## src/rtl/awb_pkg.sv

```systemverilog
// Types, constants and helpers shared by the affine warp bilinear block.
// Depends on nothing; every rtl file but awb_ram imports it.
package awb_pkg;

  localparam int MaxCols = 256;
  localparam int MaxRows = 256;
  localparam int WeightBits = 8;
  localparam int ColBits = $clog2(MaxCols);
  localparam int RowBits = $clog2(MaxRows);
  localparam int AddrBits = ColBits + RowBits;
  localparam int StoreDepth = MaxCols * MaxRows;
  localparam int PixBits = 32;
  localparam int QueueDepth = 4;
  localparam int QueuePtrBits = $clog2(QueueDepth);
  localparam int WBits = WeightBits + 1;
  localparam int ProdBits = 2 * WeightBits + 2;
  localparam int AccBits = 2 * WeightBits + 10;

  localparam logic [2:0] RegCoefXx = 3'd0;
  localparam logic [2:0] RegCoefXy = 3'd1;
  localparam logic [2:0] RegCoefYx = 3'd2;
  localparam logic [2:0] RegCoefYy = 3'd3;
  localparam logic [2:0] RegOffsetX = 3'd4;
  localparam logic [2:0] RegOffsetY = 3'd5;
  localparam logic [2:0] RegSourceCols = 3'd6;
  localparam logic [2:0] RegSourceRows = 3'd7;

  typedef enum logic {CMD_WRITE = 1'b0, CMD_RENDER = 1'b1} cmd_t;

  typedef struct packed {
    logic       command;
    logic [11:0] row;
    logic [11:0] col;
    logic [7:0] red_in;
    logic [7:0] green_in;
    logic [7:0] blue_in;
    logic [7:0] alpha_in;
  } in_item_t;

  typedef struct packed {
    logic [7:0] red_out;
    logic [7:0] green_out;
    logic [7:0] blue_out;
    logic [7:0] alpha_out;
    logic       covered;
  } out_item_t;

  // one classified render job passed from front to back
  typedef struct packed {
    logic                  covered;
    logic [RowBits-1:0]    iy;
    logic [ColBits-1:0]    ix;
    logic [RowBits-1:0]    iy2;
    logic [ColBits-1:0]    ix2;
    logic [WeightBits-1:0] fx;
    logic [WeightBits-1:0] fy;
  } job_t;

  typedef struct packed {
    logic [31:0] coef_xx;
    logic [31:0] coef_xy;
    logic [31:0] coef_yx;
    logic [31:0] coef_yy;
    logic [31:0] offset_x;
    logic [31:0] offset_y;
    logic [8:0]  source_cols;
    logic [8:0]  source_rows;
  } cfg_t;

endpackage

```

## src/rtl/awb_queue.sv

```systemverilog
// Short job queue between front and back ends.
// Depends on awb_pkg.
module awb_queue import awb_pkg::*; (
  input  logic clk,
  input  logic rst_n,
  input  logic push,
  input  job_t push_job,
  input  logic pop,
  output logic nonempty,
  output job_t head,
  output logic [QueuePtrBits:0] count
);

  job_t slot_r [QueueDepth];
  logic [QueuePtrBits-1:0] wp_r, rp_r;
  logic [QueuePtrBits:0]   cnt_r;

  always_ff @(posedge clk) begin
    if (push) begin
      slot_r[wp_r] <= push_job;
    end
  end

  always_ff @(posedge clk) begin
    if (!rst_n) begin
      wp_r  <= '0;
      rp_r  <= '0;
      cnt_r <= '0;
    end else begin
      if (push) wp_r <= wp_r + 1'b1;
      if (pop) rp_r <= rp_r + 1'b1;
      cnt_r <= cnt_r + (QueuePtrBits+1)'(push) - (QueuePtrBits+1)'(pop);
    end
  end

  assign nonempty = cnt_r != '0;
  assign head     = slot_r[rp_r];
  assign count    = cnt_r;

endmodule

```

## config.mk

```make
export PLATFORM = sky130hd
export DESIGN_NAME = awb_queue
export DESIGN_NICKNAME = d
export VERILOG_FILES = /design/src/rtl/awb_pkg.sv /design/src/rtl/awb_queue.sv
export SDC_FILE = /design/constraint.sdc
export NUM_CORES = 1
export LEC_CHECK = 0
export BUFFER_PORTS_ARGS = -buffer_cell sky130_fd_sc_hd__buf_2
export CAP_MARGIN = 20
export CORE_MARGIN = 10
export CORE_UTILIZATION = 39
export DETAILED_ROUTE_END_ITERATION = 8
export PLACE_DENSITY_LB_ADDON = 0.3
export SETUP_SLACK_MARGIN = 0.15
export SLEW_MARGIN = 20
export SYNTH_ARGS = -nofsm -noshare
export SYNTH_HDL_FRONTEND = slang
export SYNTH_SLANG_ARGS = --single-unit
export TNS_END_PERCENT = 1
```

## constraint.sdc

```tcl
create_clock -name clk -period 4.85 [get_ports clk]
set_input_delay 0.485 -clock clk [delete_from_list [all_inputs] [get_ports clk]]
set_output_delay 0.485 -clock clk [all_outputs]
set_load 0.02 [all_outputs]
```

Yosys cells after proc, flatten, opt, wreduce, memory -nomap -nowiden
Memories as Yosys holds them, arrays and structs flattened. A register that Yosys moved wholly into a read port is not among the register bits. Cells that the tools add are included.

Register bits: 7. RAM bits: 196. Bits of input ports: 53. Output and inout port bits: 53. Logic and storage cells: 13. Memories: 1.

Memories: slot_r (depth 4, bits a word 49, read ports 1, clocked after Yosys merged registers in 1, write ports 1, line awb_queue.sv:14) `job_t slot_r [QueueDepth];`.

Add/subtract/negate cells: 4. Muxes and demuxes: 4. Reductions and logical operators: 1.

Operators by type and width (count): $add 2x1->2 const B (2); $mux 2 (2); $add 3x1->3 (1); $reduce_bool 3->1 (1); $sub 3x1->3 (1); $mux 1 (2).

Logic depth before layout (Yosys ltp)
Depth after elaboration: 3. Depth in mapped cells: 7. Mapped depth without buffers: 7.

Worst setup path before layout
OpenSTA, ideal clock, no wires.

Path type: register to register. From: register wp_r[0]. To: memory slot_r[2][0] (netlist name) (enable). Library setup time: 0.411 ns. Data arrival time: 1.712 ns. Required time: 4.439 ns. Slack: 2.726 ns. Cell stages (with the launch flop): 4. Path buffers: 0. Period minus slack after synthesis: 2.124 ns. Cells stage by stage: dfxtp_1 > inv_1 > ha_1 > and2_1.

RTL lines: from (decl) (line awb_queue.sv:15) `logic [QueuePtrBits-1:0] wp_r, rp_r;`; from (signal assigned) (line awb_queue.sv:30) `if (push) wp_r <= wp_r + 1'b1;`; to (decl) (line awb_queue.sv:14).

Straight into the memory's write port.

==> flow_summary.toml <==
[setup_path]
worst_ep_arrival_time_ps = 2340
startpoint_type = "flip-flop"
timing.critical_path.fanout_max = 28
critPathSlowestCell = "dfxtp_2"
crit_type = "flip-flop to output pin"
path_cells = "buf_4, mux4_2, buf_2"
critPathBufInv = 2
end_kind = "output pin"
ff2ff_setup_slack_ps = 2780
worstPathRequired_ps = 4370
max_stage_delay_ps = 750
cp_top_family = "flip-flops"

[global_route]
grt_start_max_net_pins = 50
grt-ovfl-total = 0
first_global_vias = 3780
grt_pass1_wl_um = 22320
grt_usage = 0.1119
grt_antenna_before_repair = 2

[synth]
ys_types = 21
yosysTopAreaCellShare = 0.7817
synth_top_cell_by_area = "edfxtp_1"
yosysSeqAreaShare = 0.8056
synthArstFlopShare = 0
synth.most_common_cell = "edfxtp_1"
synth_nets = 358
yosys-top-cells-count = "196 x edfxtp_1, 47 x mux4_2, 9 x dfxtp_1, 7 x inv_1"
yosys_register_bits = 205
ys_warn_count = 0
synth.avg_cell_area_um2 = 25.27
synth.area.top_cells = "edfxtp_1 78%, mux4_2 14%, dfxtp_1 2.4%"
synth.cell_area_mm2 = 0.007530
synth_edf_count = 196
synth_ff_type = "edfxtp_1"
syn_inst = 298

[route]
drtPass1Iterations = 4
wl_per_cell_um = 20.65
drt_iter0_drc = 118
wl_met2_um = 7074
dr_wl_met3_um = 1046
avgViaCountPerCell = 4.867
wl_um = 14430
drt-met1-wl_um = 6080
highest_layer = "met4"
drc_errors = 0
final_antenna_net_count = 0
via_count = 3402

[place]
placed_area_mm2 = 0.008333
gp_congestion = 0.6495
pre_cts_ws_ps = 2362
dp_cells = 657
post-dp-hpwl_um = 8825
port-buffer-count = 105

[cts]
clockBufferDepth = 3
cts_sinks = 205
cts_resized = 0
cts_setup_buffers = 0
htreeDepth = 1
postCtsHoldBufs = 0
cts_tree = "built"
root_buffer = "clkbuf_16"
clkTransAtPathRegs_ps = 60
cts_inserted_buffers = 22
clock_latency_ps = 490

[timing]
grt_setup_unrepaired = "false"
fin_setup_tns_ps = 0
drv_slew = 0
clock_skew_ps = 6.478
max_freq_mhz = 354.1
tightest_slew_ps = 886.7
timing.hold.ws_ps = 206.7
timing.final.ws_setup_ps = 2026
slew_headroom = 0.4088
min_period_over_period = 0.5822
setup_viol = 0
final_hold_viol_count = 0
period_needed_ps = 2824

[floorplan]
fp.dieW_um = 159.0
die-area_mm2 = 0.02527
rows = 50
ios = 106
die_y_um = 159.0
core_mm2 = 0.01883
initial_core_util = 0.3999

[final_layout]
area_delta_synth_final_pct = 20.54
utilization = 0.4820
seq_area_mm2 = 0.006071
finish.instance_area_mm2 = 0.009076
fillers = 1548
drive_gt1_frac = 0.4475
multi_input_area_mm2 = 0.001348
stdcell_count = 699
nets = 482

[pwr]
powerDensity_mw_per_mm2 = 453.9
power_mw = 4.120
leakage_nw = 3.092
ir_drop_v = 0.0002217

[flow_run]
max_cap_violations = 0

[hold_path]
hp-class = "input port to flip-flop"

[status]
status = "completed"
layout by cell type (no fill, tap or decap):
cell and instances:
or3_1 1, mux2i_1 1, xnor2_1 2, a21oi_1 1, mux4_1 2, buf_2 105
edfxtp_1 196, nor2_1 5, xor3_1 1, dfxtp_2 1, clkbuf_8 4, fa_1 1
ha_1 6, nand3b_1 1, dfxtp_1 7, inv_1 7, dfxtp_4 1, buf_16 1
clkbuf_16 23, clkbuf_1 9, diode_2 1, buf_4 5, clkinv_2 2, and2_1 2
inv_6 1, and2_2 4, a21bo_2 1, bufinv_16 1, mux4_2 47
where the power goes:
group	total [mW]	internal (mW)	switching, mW
clock	1.61	0.988	0.624
sequential	2.08	2.04	0.0406
combinational	0.431	0.185	0.246
total	4.12	3.21	0.911
metal layers:
| metal | GRT usage | vias to the layer above |
|---|---|---|
| met1 | 0.1411 | 1770 |
| met4 | 0.02696 | 0 |
| met2 | 0.1820 | 105 |
| met5 | 0 | - |
| met3 | 0.03821 | 20 |
| li1 | - | 1507 |
cell families after synthesis:
kind of cell             count (synthesis)  share of synthesized area
AO/OA/AOI/OAI                            2                   0.001993
XOR/XNOR                                 3                   0.005484
adder cells (fa/ha/maj)                  7                    0.01263
buffers and inverters                   18                    0.01612
flip-flops                             205                     0.8056
multiplexers                            50                     0.1489
AND/OR/NAND/NOR                         13                   0.009307
state kept, by name, indices dropped and copies added (netlist names), named ones only:
register  count
count         3
rp_r          2
slot_r      196
wp_r          2
final timing paths:
path / start / end / depth (start not counted)
setup / recovery: flip-flop / head[15] / 3
hold / removal: push_job[41] / slot_r[2][41]$_DFFE_PP_ / 1
setup reg to reg: wp_r[0]$_SDFFE_PN0P_ / slot_r[1][35]$_DFFE_PP_ / 3
hold reg to reg: rp_r[1]$_SDFFE_PN0P_ / flip-flop / 2
area by class of cell:
type / instances / share of cell area
Inverter: 7 / 0.002895
Multi-Input combinational cell: 75 / 0.1485
Clock buffer: 36 / 0.07320
Timing Repair Buffer: 111 / 0.06507
Clock inverter: 4 / 0.005376
Sequential cell: 205 / 0.6689
Antenna cell: 1 / 0.0002757
Tap cell: 260 / 0.03584
worst register-to-register path, delay by kind of cell, from the launching register on:
| family | cells | cell delay, ps |
|---|---|---|
| flops | 1 | 400 |
| simple gates | 1 | 730 |
| buf+inv | 1 | 450 |
| fa+ha+maj | 1 | 160 |
No activity file was read; power rests on OpenSTA's default activity.
