## src/rtl/awb_pkg.sv

```systemverilog
// Types, constants and helpers shared by the affine warp bilinear block.
// Depends on nothing; every rtl file but awb_ram imports it.
package awb_pkg;

  localparam int MaxCols = 256;
  localparam int MaxRows = 256;
  localparam int WeightBits = 8;
  localparam int ColBits = $clog2(MaxCols);
  localparam int RowBits = $clog2(MaxRows);
  localparam int AddrBits = ColBits + RowBits;
  localparam int StoreDepth = MaxCols * MaxRows;
  localparam int PixBits = 32;
  localparam int QueueDepth = 4;
  localparam int QueuePtrBits = $clog2(QueueDepth);
  localparam int WBits = WeightBits + 1;
  localparam int ProdBits = 2 * WeightBits + 2;
  localparam int AccBits = 2 * WeightBits + 10;

  localparam logic [2:0] RegCoefXx = 3'd0;
  localparam logic [2:0] RegCoefXy = 3'd1;
  localparam logic [2:0] RegCoefYx = 3'd2;
  localparam logic [2:0] RegCoefYy = 3'd3;
  localparam logic [2:0] RegOffsetX = 3'd4;
  localparam logic [2:0] RegOffsetY = 3'd5;
  localparam logic [2:0] RegSourceCols = 3'd6;
  localparam logic [2:0] RegSourceRows = 3'd7;

  typedef enum logic {CMD_WRITE = 1'b0, CMD_RENDER = 1'b1} cmd_t;

  typedef struct packed {
    logic       command;
    logic [11:0] row;
    logic [11:0] col;
    logic [7:0] red_in;
    logic [7:0] green_in;
    logic [7:0] blue_in;
    logic [7:0] alpha_in;
  } in_item_t;

  typedef struct packed {
    logic [7:0] red_out;
    logic [7:0] green_out;
    logic [7:0] blue_out;
    logic [7:0] alpha_out;
    logic       covered;
  } out_item_t;

  // one classified render job passed from front to back
  typedef struct packed {
    logic                  covered;
    logic [RowBits-1:0]    iy;
    logic [ColBits-1:0]    ix;
    logic [RowBits-1:0]    iy2;
    logic [ColBits-1:0]    ix2;
    logic [WeightBits-1:0] fx;
    logic [WeightBits-1:0] fy;
  } job_t;

  typedef struct packed {
    logic [31:0] coef_xx;
    logic [31:0] coef_xy;
    logic [31:0] coef_yx;
    logic [31:0] coef_yy;
    logic [31:0] offset_x;
    logic [31:0] offset_y;
    logic [8:0]  source_cols;
    logic [8:0]  source_rows;
  } cfg_t;

endpackage

```

## src/rtl/awb_front.sv

```systemverilog
// Front end: maps render coordinates through the inverse matrix and classifies.
// Depends on awb_pkg. Three pipeline stages, stalls as one on hold.
module awb_front import awb_pkg::*; (
  input  logic        clk,
  input  logic        rst_n,
  input  cfg_t        cfg,
  input  logic        in_vld,
  input  logic [11:0] in_col,
  input  logic [11:0] in_row,
  input  logic        hold,
  output logic        busy,
  output logic        job_vld,
  output job_t        job
);

  logic        v1_r, v2_r, v3_r;
  logic [44:0] pxc_r, pxr_r, pyc_r, pyr_r;
  logic [46:0] sx_r, sy_r;
  job_t        job_r;
  logic [8:0]  cols, rows;
  logic [46:0] sx_nxt, sy_nxt;
  logic [30:0] ixw, iyw;
  logic [9:0]  ixp1, iyp1;
  logic        in_bounds;
  job_t        job_nxt;

  assign cols = (cfg.source_cols > 9'(MaxCols)) ? 9'(MaxCols) : cfg.source_cols;
  assign rows = (cfg.source_rows > 9'(MaxRows)) ? 9'(MaxRows) : cfg.source_rows;

  always_ff @(posedge clk) begin
    if (!hold) begin
      pxc_r <= 45'($signed(cfg.coef_xx) * $signed({1'b0, in_col}));
      pxr_r <= 45'($signed(cfg.coef_xy) * $signed({1'b0, in_row}));
      pyc_r <= 45'($signed(cfg.coef_yx) * $signed({1'b0, in_col}));
      pyr_r <= 45'($signed(cfg.coef_yy) * $signed({1'b0, in_row}));
      sx_r  <= sx_nxt;
      sy_r  <= sy_nxt;
      job_r <= job_nxt;
    end
  end

  assign sx_nxt = 47'($signed(pxc_r)) + 47'($signed(pxr_r)) + 47'($signed(cfg.offset_x));
  assign sy_nxt = 47'($signed(pyc_r)) + 47'($signed(pyr_r)) + 47'($signed(cfg.offset_y));

  assign ixw = sx_r[46:16];
  assign iyw = sy_r[46:16];
  assign in_bounds = !sx_r[46] && !sy_r[46] && (ixw < 31'(cols)) && (iyw < 31'(rows));
  assign ixp1 = 10'(ixw[ColBits-1:0]) + 10'd1;
  assign iyp1 = 10'(iyw[RowBits-1:0]) + 10'd1;

  always_comb begin
    job_nxt.covered = in_bounds;
    job_nxt.ix  = ixw[ColBits-1:0];
    job_nxt.iy  = iyw[RowBits-1:0];
    job_nxt.ix2 = (ixp1 < 10'(cols)) ? ixp1[ColBits-1:0] : ColBits'(cols - 9'd1);
    job_nxt.iy2 = (iyp1 < 10'(rows)) ? iyp1[RowBits-1:0] : RowBits'(rows - 9'd1);
    job_nxt.fx  = sx_r[15 -: WeightBits];
    job_nxt.fy  = sy_r[15 -: WeightBits];
  end

  always_ff @(posedge clk) begin
    if (!rst_n) begin
      v1_r <= 1'b0;
      v2_r <= 1'b0;
      v3_r <= 1'b0;
    end else if (!hold) begin
      v1_r <= in_vld;
      v2_r <= v1_r;
      v3_r <= v2_r;
    end
  end

  assign job_vld = v3_r;
  assign job     = job_r;
  assign busy    = v1_r || v2_r || v3_r;

endmodule

```

## config.mk

```make
export PLATFORM = sky130hd
export DESIGN_NAME = awb_front
export DESIGN_NICKNAME = d
export VERILOG_FILES = /design/src/rtl/awb_pkg.sv /design/src/rtl/awb_front.sv
export SDC_FILE = /design/constraint.sdc
export NUM_CORES = 2
export LEC_CHECK = 0
export CAP_MARGIN = 20
export CELL_PAD_IN_SITES_DETAIL_PLACEMENT = 1
export CELL_PAD_IN_SITES_GLOBAL_PLACEMENT = 2
export CORE_MARGIN = 2
export CORE_UTILIZATION = 43
export DETAILED_ROUTE_END_ITERATION = 8
export DONT_BUFFER_PORTS = 1
export GPL_TIMING_DRIVEN = 0
export PLACE_DENSITY_LB_ADDON = 0.1
export RECOVER_POWER = 25
export SETUP_SLACK_MARGIN = 0.2
export SYNTH_ARGS = -nofsm -noshare
export SYNTH_HDL_FRONTEND = slang
export SYNTH_SLANG_ARGS = --single-unit
```

## constraint.sdc

```tcl
create_clock -name clk -period 8.4 [get_ports clk]
set_input_delay 0.84 -clock clk [delete_from_list [all_inputs] [get_ports clk]]
set_output_delay 0.84 -clock clk [all_outputs]
set_load 0.1 [all_outputs]
```

* Word-level counts from Yosys, hierarchy flattened
Index checks and enable logic that the tools add are counted.
** Cells by class
- Add/sub/neg operators :: 8
- $mul :: 4
- Div/mod/pow operators :: 0
- Magnitude comparators :: 6
- Equal/unequal tests :: 0
- Shift-type cells :: 0
- Muxes and demuxes :: 4
- Bitwise gates (word level) :: 0
- Reduce and logical (&&, ||, !) cells :: 7
** Operator list (count)
- $mul A32 B13 Y45 :: 4
- $add A46 B32 Y47 :: 2
- $add A45 B45 Y46 :: 2
- $lt A31 B9 Y1 :: 2
- $add A8 B1 Y9 const B :: 2
- $gt A9 B9 Y1 const B :: 2
- $lt A9 B9 Y1 :: 2
- $mux W9 :: 2
- $mux W8 :: 2
- $sub A8 B1 Y8 const B :: 2
- $logic_and A1 B1 Y1 :: 3
- $logic_not A1 Y1 :: 2
- $logic_or A1 B1 Y1 :: 2
** Word-level totals
- Flip-flop bits (word level) :: 326
- Latch bits :: 0
- Memory bits (writable) :: 0
- ROM bits :: 0
- Input port bits :: 238
- Output and inout port bits :: 51
- Logic and storage cells :: 45
- Memories :: 0

* Longest topological paths before layout
- Depth after elaboration :: 5
- Mapped depth :: 25
- Gate-level depth less buffers :: 23

* Least setup slack after synthesis
OpenSTA, ideal clock, no wires.
- Path kind :: input to register
- Start :: in hold
- End :: reg job_r (netlist bit job[0]) (enable)
- Setup time :: 655 ps
- Arrival :: 6750 ps
- Data required time :: 7745 ps
- Slack :: 995 ps
- Stages :: 1
- Buffers on the path :: 0
- Cell sequence :: inv_1
** RTL lines
- from (decl) :: line awb_front.sv:10 : input logic hold,
- to (signal assigned) :: line awb_front.sv:38 : job_r <= job_nxt;
- to (decl) :: line awb_front.sv:19 : job_t job_r;
No word-level cell between the ends.

* Worst setup path in the final report
- Start :: in in_col[8]
- End :: reg pxc_r[42], data pin
** On the way
- Cells in the longest elaborated chain, start to end :: 1
** Ends and longest elaborated chain
- from (decl) :: line awb_front.sv:8 : input logic [11:0] in_col,
- $mul A32 B13 Y45 :: line awb_front.sv:32 : pxc_r <= 45'($signed(cfg.coef_xx) * $signed({1'b0, in_col}));
- to (signal assigned) :: line awb_front.sv:32
- to (decl) :: line awb_front.sv:17 : logic [44:0] pxc_r, pxr_r, pyc_r, pyr_r;
No other way between the ends.
A chain may end at the register's enable or synchronous reset.

==> results.env <==
ANTENNA_FOUND_INITIAL=46
FF2FF_PATH_DEPTH=12
FLOORPLAN.DIE.WIDTH_UM=405.3
CRITICAL_PATH.SLOWEST_CELL='clkbuf_1'
SYN-CELL-AREA_UM2=69260
GRT_MAX_DEGREE=132
DRT_FIRST_PASS_ITERS=5
LAYOUT.NETS=9650
POST-DP-HPWL_MM=197.5
CTS_BUFFER_DEPTH=3
COMMONEST_NON_FILL_NON_TAP_CELLS_IN_THE_LAYOUT='inv_1 (1807), fa_1 (1440), nand2_1 (959)'
UTILIZATION_PCT=46.07
DIE_HEIGHT_UM=405.3
FP.DIEAREA_UM2=164300
DRV_CAP=3
YS.FLOP_TYPE='edfxtp_1'
FINALWORSTPATHREQUIREDPERIOD_NS=7.896
YOSYS_REGISTER_BITS=310
H-TREE-DEPTH=2
ROWS=147
EDFF_COUNT_SYNTH=307
WORST_SKEW_PAIR.LATE_LATENCY_NS=0.59
CRITPATHCAPTURETYPE='flop'
WORSTPATHBUFFERINVERTERCOUNT=6
INITIALDRTVIOLATIONCOUNT=3027
CLOCK-SINKS=310
POST_DRT_VIA_CELL_RATIO=5.173
CLOCK_SKEW_NS=0.05334
FAILED_CHECKS='max-capacitance violations, max-slew violations'
TIMING.FINAL.HOLD_VIOLATIONS=0
R2R_START='pyc_r[7]'
SYN-NUM-NETS=9576
SYNTHESIS.AREA_PER_INSTANCE_UM2=9.389
SLEW_VIOLATIONS=312
CRIT_ARRIVAL_NS=8.19
CRITPATHMAXSTAGEDELAY_NS=0.58
HOLD_PATH_CLASS='in -> reg'
INITIAL_CELL_DENSITY_OF_THE_CORE_PCT=43.23
SYNTHESIS.INSTANCES=7376
SYNTH_TOP_AREA_SHARE_PCT=41.62
NUMBER_OF_CLOCK_BUFFERS_INSERTED_BY_TRITONCTS=34
PORT_BUFFERS=0
SEQUENTIAL_TO_TOTAL_AREA_SHARE_FROM_YOSYS_STAT_PCT=13.40
TIMING.CRITICAL_PATH.MODE_CELL='fa_1'
MAX_CLOCK_FREQ_MHz=126.6
MOST_COMMON_CELL_AFTER_LAYOUT_FILL_AND_TAPS_ASIDE='inv_1'
DETAIL-ROUTE-ANTENNA-NETS=0
CLK_PIN_SLEW_NS=0.06
HOLDPATHSTAGES=1
YS_TOP_CELLS_BY_AREA='fa_1 (42%), edfxtp_1 (13%), inv_1 (9.8%), ha_1 (9.4%), and2_1 (6.4%)'
RESULT_OF_THE_RUN='complete, but fails checks'
ROUTED_WIRE_LENGTH_PER_INSTANCE_UM=23.48
CRITICAL_PATH.CELL_CHAIN='clkbuf_1 -> buf_8 -> clkbuf_2 -> nand2_1 -> fa_1 -> inv_1 -> fa_1 -> fa_1 -> fa_1 -> inv_1 -> fa_1 -> inv_1 -> ha_1 -> a21o_1 -> a21oi_1 -> nor2_1 -> o41a_1 -> nor3_1 -> a22oi_1 -> o21ai_0 -> o31ai_1 -> a211oi_1 -> nor4b_1 -> a211o_1'
REMAINING_DRC_ERRORS=0
FINALINSTANCEAREA_UM2=73810
GRT_PASS1_VIAS=54990
CRITICAL_PATH_REQUIRED_NS=8.70
ENDPOINT_WITH_THE_WORST_HOLD_SLACK='job_vld'
TRITONCTS='yes'
DOMINANT_CELL_TYPE_BY_AREA_AFTER_SYNTHESIS='fa_1'
CRITICAL_PATH.REG2REG.ENDPOINT='sy_r[23]'
GRT_REMAINING_OVERFLOW=0
CRITICAL_PATH_PEAK_FANOUT=10
POSTPLACECELLAREA_UM2=72480
TIMING.HOLD.WORST.START='rst_n'
DR_TOTAL_VIAS=49977
WORST-SETUP-PATH-TYPE='in -> reg'
RSZ0062_AT_GRT='no'
GP_CONGESTION=0.9022
FLOORPLAN.IO_PINS=289
MIN_PERIOD_OVER_PERIOD_PCT=94.01
SLEW_HEADROOM_PCT=-122.3
CORE-AREA_UM2=160200
TIMING.FINAL.SETUP_VIOLATIONS=0
CRITPATHTOPFAMILY='adder cells'
WORSTSETUPSTARTPOINTTYPE='primary input'
WORSTMARGINPINSLEW_NS=3.335
TIMING.REG2REG.SETUP_SLACK_NS=3.71
YS_WARN_COUNT=0
SYNTH.DISTINCT_CELLS=78
FIRST_PASS_GRT_WIRE_LENGTH_MM=340.3
DRIVE_GT1_SHARE_PCT=1.966
TOTAL_LENGTH_OF_ROUTED_WIRES_MM=226.8
ASYNCSETRESETFLOPFRACSYNTH_PCT=0
GRT_USE_TOTAL_PCT=28.26
CLK_ROOT_BUF='clkbuf_16'
SYN_TO_FINAL_GROWTH_PCT=6.569
[cell type report]
class | instances | area (um^2)
diodes | 25 | 62.56
plain buffers | 312 | 1229
clock buffers | 39 | 869.6
clock inverters | 23 | 267.8
fillers | 18449 | 86390
inverters | 1809 | 6792
multi-input cells | 4945 | 52020
flip-flops and latches | 310 | 9279
well taps | 2160 | 2703
repair buffers | 38 | 588.1
[sequential cells by signal (all words and copies together), names as in the netlist]
signal / cells
job: 49
pxc_r: 45
pxr_r: 45
pyc_r: 45
pyr_r: 45
sx_r: 39
sy_r: 39
job_vld: 1
v1_r: 1
v2_r: 1
[worst register-to-register path: stages, from the launching register on]
cell      delay, ns
edfxtp_1       0.43
fa_1           0.50
ha_1           0.33
a21oi_1        0.08
o21ai_0        0.49
o21a_1         0.29
a41oi_1        0.23
o31ai_1        0.81
and3_1         0.32
nor2_1         0.13
nor2b_1        0.13
nor2_1         0.06
xnor2_1        0.59
[repair_timing]
item / in CTS / in global routing
endpoints found under the hold margin: 0 / 0
setup endpoints to repair: 5 / 20
buffers inserted: 0 / 0
pin swaps: 0 / 0
hold buffers: 0 / 0
gates resized for setup: 4 / 74
[layer usage]
metal / GRT usage [%] / vias to the layer above / routed length (um)
li1: - / 22242 / -
met5: 0 / - / 216
met1: 36.22 / 26211 / 92750
met3: 7.428 / 279 / 17940
met4: 8.562 / 28 / 7353
met2: 46.76 / 1217 / 108600
[metrics by stage]
step | instances | worst slack (ns) | hold WS, ns | setup TNS [ns]
after floorplan | 7376 | 0.9948 | 0.4003 | 0
after global placement | 9536 | -1.364 | 0.4030 | -415.72
after detailed placement | 9566 | -0.4794 | 0.4057 | -6.293
after CTS | 9628 | 0.2047 | 0.3555 | 0
after global routing | 9641 | 0.1945 | 0.3652 | 0
final | 9661 | 0.5035 | 0.3929 | 0
[cells by family after synthesis]
| family | share of synthesized area (%) |
|---|---|
| AOI/OAI and AO/OA | 6.385 |
| xor gates and xnor gates | 3.136 |
| adders and majority gates | 51.06 |
| buffers and inverters | 11.50 |
| DFF | 13.40 |
| muxes | 0.1084 |
| and+or+nand+nor | 14.42 |
[cell usage after synthesis, drive strengths merged, types with 6 or more instances]
cell type / count
ha: 522
o21bai: 36
nand3: 55
o22ai: 8
o21a: 36
a21oi: 233
a31oi: 19
a211o: 6
nand2: 959
a21boi: 6
nand4: 20
nor2: 129
a211oi: 17
a31o: 7
nor2b: 39
a221oi: 7
or3: 11
xnor2: 182
and4: 7
and3: 24
a21o: 141
and2: 704
o31ai: 7
inv: 1808
o21ai: 108
xor2: 66
nor4: 18
nand2b: 28
fa: 1440
clkbuf: 310
nor3: 31
edfxtp: 307
o211ai: 14
[worst max-delay path by stage]
stage | from | to | slack [ns] | cells past startpoint
after detailed placement | in_row[2] | pxr_r[42] | -0.48 | 24
final | in_col[8] | pxc_r[42] | 0.50 | 24
after global placement | hold | pyr_r[42] | -1.36 | 1
after floorplan | hold | job[0] | 0.99 | 1
after CTS | in_col[9] | pxc_r[44] | 0.20 | 24
after global routing | in_row[7] | pyr_r[43] | 0.19 | 22
Power is left out: the tool's default activity adds up to more than one toggle a clock period on the data nets, which glitch-free logic cannot reach.
